File: config.mk
export PLATFORM = sky130hd
export DESIGN_NAME = sccr_ctrl_flat
export DESIGN_NICKNAME = d
export VERILOG_FILES = /design/src/sccr_pkg.sv /design/src/sccr_in_if.sv /design/src/sccr_ctrl.sv /design/src/flat_wrapper.sv
export SDC_FILE = /design/constraint.sdc
export NUM_CORES = 1
export LEC_CHECK = 0
export BUFFER_PORTS_ARGS = -buffer_cell sky130_fd_sc_hd__buf_2
export CORE_UTILIZATION = 22
export CTS_CLUSTER_SIZE = 16
export DETAILED_ROUTE_END_ITERATION = 12
export PLACE_DENSITY = 0.86
export RECOVER_POWER = 25
export SYNTH_ARGS = -nofsm -noshare
export SYNTH_HDL_FRONTEND = slang
export SYNTH_SLANG_ARGS = --single-unit
File: constraint.sdc
create_clock -name i_clk -period 2.96 [get_ports i_clk]
set_input_delay 0.296 -clock i_clk [delete_from_list [all_inputs] [get_ports i_clk]]
set_output_delay 0.296 -clock i_clk [all_outputs]
set_load 0.02 [all_outputs]
File: src/sccr_pkg.sv
package sccr_pkg;

    localparam int CMD_W = 2;
    localparam int RC_W  = 10;
    localparam int VAL_W = 64;
    localparam int IDX_W = 13;
    localparam int REG_W = 11;
    localparam int ST_W  = 2;
    localparam int CFG_IDX_W = 1;

    localparam logic [CFG_IDX_W-1:0] REG_NUM_ROWS = 1'b0;
    localparam logic [CFG_IDX_W-1:0] REG_NUM_COLS = 1'b1;
    localparam logic [REG_W-1:0]     REG_DIM_RST  = 11'd1024;

    typedef enum logic [CMD_W-1:0] {
        CMD_LOAD,
        CMD_FINISH,
        CMD_RD_PTR,
        CMD_RD_ENTRY
    } t_cmd;

    typedef enum logic [ST_W-1:0] {
        ST_OK,
        ST_RANGE,
        ST_FULL,
        ST_NOT_DONE
    } t_status;

    typedef enum logic [3:0] {
        S_IDLE,
        S_EXEC,
        S_RESP,
        S_CLR,
        S_H_RD,
        S_H_CHK,
        S_H_WR,
        S_P_RD,
        S_P_WR,
        S_S_RD,
        S_S_CHK,
        S_S_WR
    } t_state;

    typedef struct packed {
        logic accept;
        logic exec;
        logic resp;
        logic clr;
        logic cnt_clr;
        logic acc_clr;
        logic h_rd;
        logic h_chk;
        logic h_wr;
        logic p_rd;
        logic p_wr;
        logic s_rd;
        logic s_chk;
        logic s_wr;
        logic fin;
    } t_ctl;

    typedef struct packed {
        logic k_end;
        logic clr_end;
        logic pre_end;
        logic is_finish;
        logic out_free;
    } t_sts;

endpackage

File: src/sccr_in_if.sv
interface sccr_in_if;
    logic                          valid;
    logic                          ready;
    logic [sccr_pkg::CMD_W-1:0]    cmd;
    logic [sccr_pkg::RC_W-1:0]     nonzero_row;
    logic [sccr_pkg::RC_W-1:0]     nonzero_col;
    logic [sccr_pkg::VAL_W-1:0]    nonzero_value;
    logic [sccr_pkg::IDX_W-1:0]    read_index;

    modport source (output valid, cmd, nonzero_row, nonzero_col, nonzero_value, read_index,
                    input ready);
    modport sink (input valid, cmd, nonzero_row, nonzero_col, nonzero_value, read_index,
                  output ready);
endinterface

File: src/sccr_ctrl.sv
module sccr_ctrl (
    input  logic           i_clk,
    input  logic           i_rst_n,
    sccr_in_if.sink        i_in,
    input  sccr_pkg::t_sts i_sts,
    output sccr_pkg::t_ctl o_ctl
);

    sccr_pkg::t_state r_state;
    sccr_pkg::t_state n_state;

    always_ff @(posedge i_clk) begin
        if (!i_rst_n) begin
            r_state <= sccr_pkg::S_IDLE;
        end else begin
            r_state <= n_state;
        end
    end

    assign i_in.ready = (r_state == sccr_pkg::S_IDLE);

    always_comb begin
        n_state = r_state;
        o_ctl   = '0;
        unique case (r_state)
            sccr_pkg::S_IDLE: begin
                if (i_in.valid) begin
                    o_ctl.accept = 1'b1;
                    n_state      = sccr_pkg::S_EXEC;
                end
            end
            sccr_pkg::S_EXEC: begin
                o_ctl.exec = 1'b1;
                if (i_sts.is_finish) begin
                    o_ctl.acc_clr = 1'b1;
                    n_state       = sccr_pkg::S_CLR;
                end else begin
                    n_state = sccr_pkg::S_RESP;
                end
            end
            sccr_pkg::S_RESP: begin
                if (i_sts.out_free) begin
                    o_ctl.resp = 1'b1;
                    n_state    = sccr_pkg::S_IDLE;
                end
            end
            sccr_pkg::S_CLR: begin
                o_ctl.clr = 1'b1;
                if (i_sts.clr_end) begin
                    o_ctl.cnt_clr = 1'b1;
                    n_state       = sccr_pkg::S_H_RD;
                end
            end
            sccr_pkg::S_H_RD: begin
                if (i_sts.k_end) begin
                    o_ctl.acc_clr = 1'b1;
                    n_state       = sccr_pkg::S_P_RD;
                end else begin
                    o_ctl.h_rd = 1'b1;
                    n_state    = sccr_pkg::S_H_CHK;
                end
            end
            sccr_pkg::S_H_CHK: begin
                o_ctl.h_chk = 1'b1;
                n_state     = sccr_pkg::S_H_WR;
            end
            sccr_pkg::S_H_WR: begin
                o_ctl.h_wr = 1'b1;
                n_state    = sccr_pkg::S_H_RD;
            end
            sccr_pkg::S_P_RD: begin
                if (i_sts.pre_end) begin
                    o_ctl.cnt_clr = 1'b1;
                    n_state       = sccr_pkg::S_S_RD;
                end else begin
                    o_ctl.p_rd = 1'b1;
                    n_state    = sccr_pkg::S_P_WR;
                end
            end
            sccr_pkg::S_P_WR: begin
                o_ctl.p_wr = 1'b1;
                n_state    = sccr_pkg::S_P_RD;
            end
            sccr_pkg::S_S_RD: begin
                if (i_sts.k_end) begin
                    o_ctl.fin = 1'b1;
                    n_state   = sccr_pkg::S_RESP;
                end else begin
                    o_ctl.s_rd = 1'b1;
                    n_state    = sccr_pkg::S_S_CHK;
                end
            end
            sccr_pkg::S_S_CHK: begin
                o_ctl.s_chk = 1'b1;
                n_state     = sccr_pkg::S_S_WR;
            end
            sccr_pkg::S_S_WR: begin
                o_ctl.s_wr = 1'b1;
                n_state    = sccr_pkg::S_S_RD;
            end
            default: begin
                n_state = sccr_pkg::S_IDLE;
            end
        endcase
    end

endmodule

File: src/flat_wrapper.sv
// flat-port wrapper written by rule: the top's interface ports become plain ports
module sccr_ctrl_flat 
  (i_clk, i_rst_n, i_sts, o_ctl, i_in_valid, i_in_cmd, i_in_nonzero_row, i_in_nonzero_col, i_in_nonzero_value, i_in_read_index, i_in_ready);
  sccr_in_if i_in_i ();
  input  logic i_clk;
  input  logic i_rst_n;
  input  sccr_pkg::t_sts i_sts;
  output sccr_pkg::t_ctl o_ctl;
  input wire logic [$bits(i_in_i.valid)-1:0] i_in_valid;
  input wire logic [$bits(i_in_i.cmd)-1:0] i_in_cmd;
  input wire logic [$bits(i_in_i.nonzero_row)-1:0] i_in_nonzero_row;
  input wire logic [$bits(i_in_i.nonzero_col)-1:0] i_in_nonzero_col;
  input wire logic [$bits(i_in_i.nonzero_value)-1:0] i_in_nonzero_value;
  input wire logic [$bits(i_in_i.read_index)-1:0] i_in_read_index;
  output wire logic [$bits(i_in_i.ready)-1:0] i_in_ready;
  assign i_in_i.valid = i_in_valid;
  assign i_in_i.cmd = i_in_cmd;
  assign i_in_i.nonzero_row = i_in_nonzero_row;
  assign i_in_i.nonzero_col = i_in_nonzero_col;
  assign i_in_i.nonzero_value = i_in_nonzero_value;
  assign i_in_i.read_index = i_in_read_index;
  assign i_in_ready = i_in_i.ready;
  sccr_ctrl u_core (.i_clk(i_clk), .i_rst_n(i_rst_n), .i_in(i_in_i), .i_sts(i_sts), .o_ctl(o_ctl));
endmodule
### Yosys cells after proc, flatten, opt, wreduce, memory -nomap -nowiden

Index checks and enable logic that the tools add are counted.

* register bits: 4
* input port bits: 107
* output and inout port bits: 16
* logic and storage cells: 48

* equality and inequality tests: 14
* muxes and demuxes: 31
* reductions and logical operators: 2

Operator list (number)
* case mux 4 bit (12 select lines): 1
* two-way mux 1 bit: 23
* == test 4 x 3 -> 1 bit, second input constant: 4
* == test 4 bit, second input constant: 4
* two-way mux 4 bit: 4
* == test 4 x 2 -> 1 bit, second input constant: 2
* inequality test 2 bit, second input constant: 3
* == test 4 x 1 -> 1 bit, second input constant: 1
* zero test 4 bit: 1
* case mux 1 bit (2 select lines): 2
* AND reduction 3 bit: 1
* two-way mux 2 bit: 1

### Logic depth before layout (Yosys ltp)

* depth in word-level cells: 3
* mapped depth: 5
* mapped depth without buffers: 4

### Worst setup path after synthesis

Ideal clock, no wire load.

* path type: flip-flop to output port
* start: register u_core.r_state[1]
* end: output port o_ctl[8] (netlist bit)
* arrival time: 1.329 ns
* data required time: 2.664 ns
* slack: 1.335 ns
* cell stages (with the launch flop): 4
* buffers on the path: 1
* path through: dfxtp_1 buf_2 or2_2 nor3_1

RTL lines
* start, declared: line sccr_ctrl.sv:9 `sccr_pkg::t_state r_state;`
* start signal, assigned: line sccr_ctrl.sv:14 `r_state <= sccr_pkg::S_IDLE;`
* start signal, assigned: line sccr_ctrl.sv:16 `r_state <= n_state;`
* end, declared: line flat_wrapper.sv:8 `output sccr_pkg::t_ctl o_ctl;`

==> impl_metrics.tcl <==
set metrics [dict create \
    critPathCaptureType "primary output" \
    vias_per_cell 4.754 \
    root_buffer "clkbuf_4" \
    start_util_pct 23.26 \
    globalRoute.totalOverflow 0 \
    rsz0062_at_grt "false" \
    synth.net_count 176 \
    via_count 561 \
    post_cts_resized 0 \
    drc 0 \
    period_minus_slack_ns 1.832 \
    area_delta_synth_final_pct 30.75 \
    drv_slew 0 \
    leakage_nw 0.2751 \
    die_h_microns 47.31 \
    rows 16 \
    synth_ff_type "dfxtp_1" \
    start_kind "register" \
    synth_seq_cells 4 \
    tritoncts "yes" \
    p_per_area_nw_per_um2 405.7 \
    largest_register_ffs 4 \
    htreeDepth 1 \
    cts_hold_buf 0 \
    reg.largest.list "u_core.r_state: 4 flops" \
    synth_edf_count 0 \
    nNetsFinal 200 \
    wl_per_cell_microns 10.99 \
    worst-setup-path-type "reg2out" \
    cts.sinks 4 \
    firstDrtPassIters 4 \
    ir_worst_vdd_uv 323.0 \
    syn_avg_cell_area_sq_um 6.546 \
    die_area_sq_um 2238 \
    grt_antenna_before_repair 0 \
    clk_latency_ns 0.23 \
    netlist_area_sq_um 451.7 \
    p_total_mw 0.2396 \
    post_cts_buffers 0 \
    ys_types 27 \
    ys_warn_count 0 \
    postRouteAntennaNets 0 \
    ioPinCount 123 \
    cts_made_buffers 3 \
    holdCritPathClass "in2reg" \
    worstPathArrival_ns 1.54 \
    grt_pass1_vias 388 \
    async_flop_share_pct 0 \
    skew_ns 0.006885 \
    grt_start_max_net_pins 18 \
    required_ns 2.66 \
    io_buffers 23 \
    slew_headroom_pct 67.72 \
    coreArea_sq_um 1942 \
    grt_usage_pct 11.02 \
    finalSetupTns_ns 0 \
    yosysSeqAreaShare_pct 17.73 \
    drv_cap 0 \
    clk_pin_slew_worst_paths_ns 0.04 \
    synth_cells 69 \
    fmax_mhz 545.8 \
    grt_first_pass_wirelength_microns 1752 \
    drt-initial-drc-count 4 \
    final-hold-violation-count 0 \
    gp_congestion 0.7451 \
    clk_path_buf_depth 2 \
    num_antenna_cells 0 \
    regMostFlops "u_core.r_state" \
    timing.final.crit_share_pct 61.90 \
    worstMarginPinSlew_ns 0.4835 \
    outcome "finished, final reports clean" \
    num-fill-cells 227 \
    worst-path-max-fanout 15 \
    drive_gt1_share_pct 28.57 \
    die_x_microns 47.31 \
    post-dp-hpwl_microns 980.6 \
    finalSetupViolCount 0 \
    wirelength_microns 1297 \
]
logic make-up (layout without fill, tap and decap cells):
logic type | after synthesis | count (layout) | synth area share (%)
buf+inv | 6 | 28 | 7.202
mux | 2 | 2 | 4.432
flops | 4 | 4 | 17.73
simple gates | 42 | 42 | 47.09
compound gates | 15 | 15 | 23.55
final timing paths:
check / from / to / slack (ns) / cells past startpoint
setup / recovery: u_core.r_state[0]$_SDFFE_PN0P_ / o_ctl[9] / 1.13 / 4
setup reg to reg: u_core.r_state[1]$_SDFFE_PN0P_ / u_core.r_state[1]$_SDFFE_PN0P_ / 1.45 / 4
hold reg to reg: u_core.r_state[0]$_SDFFE_PN0P_ / u_core.r_state[1]$_SDFFE_PN0P_ / 0.77 / 2
hold / removal: i_rst_n / u_core.r_state[3]$_SDFFE_PN0P_ / 0.31 / 2
power by group:
part           total (mW)  switching [mW]  internal (mW)  leakage, nW
sequential         0.0784          0.0191         0.0594       0.0327
combinational      0.0946          0.0564         0.0382        0.229
clock              0.0666          0.0213         0.0453       0.0138
total               0.240          0.0968          0.143        0.275
layer usage:
layer	track usage (%)	routed length, microns
met1	16.82	625
met2	15.07	652
met3	2.308	20
met4	3.429	0
met5	0	0
cell usage in the layout, fill, tap and decap left out, drive strengths merged, types with 2 or more instances in the layout:
cell	Yosys	routed
nor2b	5	5
inv	2	2
nor3	4	4
clkbuf	0	4
mux2i	2	2
a21oi	4	4
a21boi	2	2
nand2	5	5
nor2	14	14
o21ai	2	2
nor3b	2	2
dfxtp	4	4
nand2b	4	4
buf	4	22
and3	4	4
cell type report:
class                   instances  area [sq um]  area share (%)
clock buffers                   3         22.52           3.814
inverters                       2         7.507           1.271
repair buffers                 23         113.9           19.28
multi-input cells              59         332.8           56.36
well taps                      27         33.78           5.720
flip-flops and latches          4         80.08           13.56
worst max-delay path: stages (launching register included):
cell and delay (ns):
dfxtp_1 0.59, nor2b_1 0.32, a22oi_1 0.13, nor2_1 0.10
buf_2 0.17
synthesized netlist by cell type, drive strengths merged (2+ instances only):
master | count | area [sq um]
and3 | 4 | 25.02
o21ai | 2 | 10.01
nor2b | 5 | 31.28
a21oi | 4 | 20.02
buf | 4 | 25.02
nor2 | 14 | 52.55
nand2b | 4 | 25.02
nor3b | 2 | 15.01
nor3 | 4 | 20.02
a21boi | 2 | 15.02
mux2i | 2 | 20.02
dfxtp | 4 | 80.08
nand2 | 5 | 18.77
inv | 2 | 7.510
per-stage QoR:
| stage | setup WS (ns) | hold WS, ns | instance area (sq um) | std cells | utilization [%] |
|---|---|---|---|---|---|
| finish | 1.128 | 0.3129 | 590.6 | 118 | 30.41 |
| global route | 1.011 | 0.3074 | 590.6 | 118 | 30.41 |
| CTS | 1.107 | 0.3049 | 598.1 | 118 | 30.80 |
| detailed placement | 1.355 | 0.5520 | 575.6 | 115 | 29.64 |
| global placement | 1.433 | 0.5488 | 575.6 | 115 | 29.64 |
| floorplan | 1.335 | 0.4137 | 451.7 | 69 | - |
(Power assumes the default switching activity.)
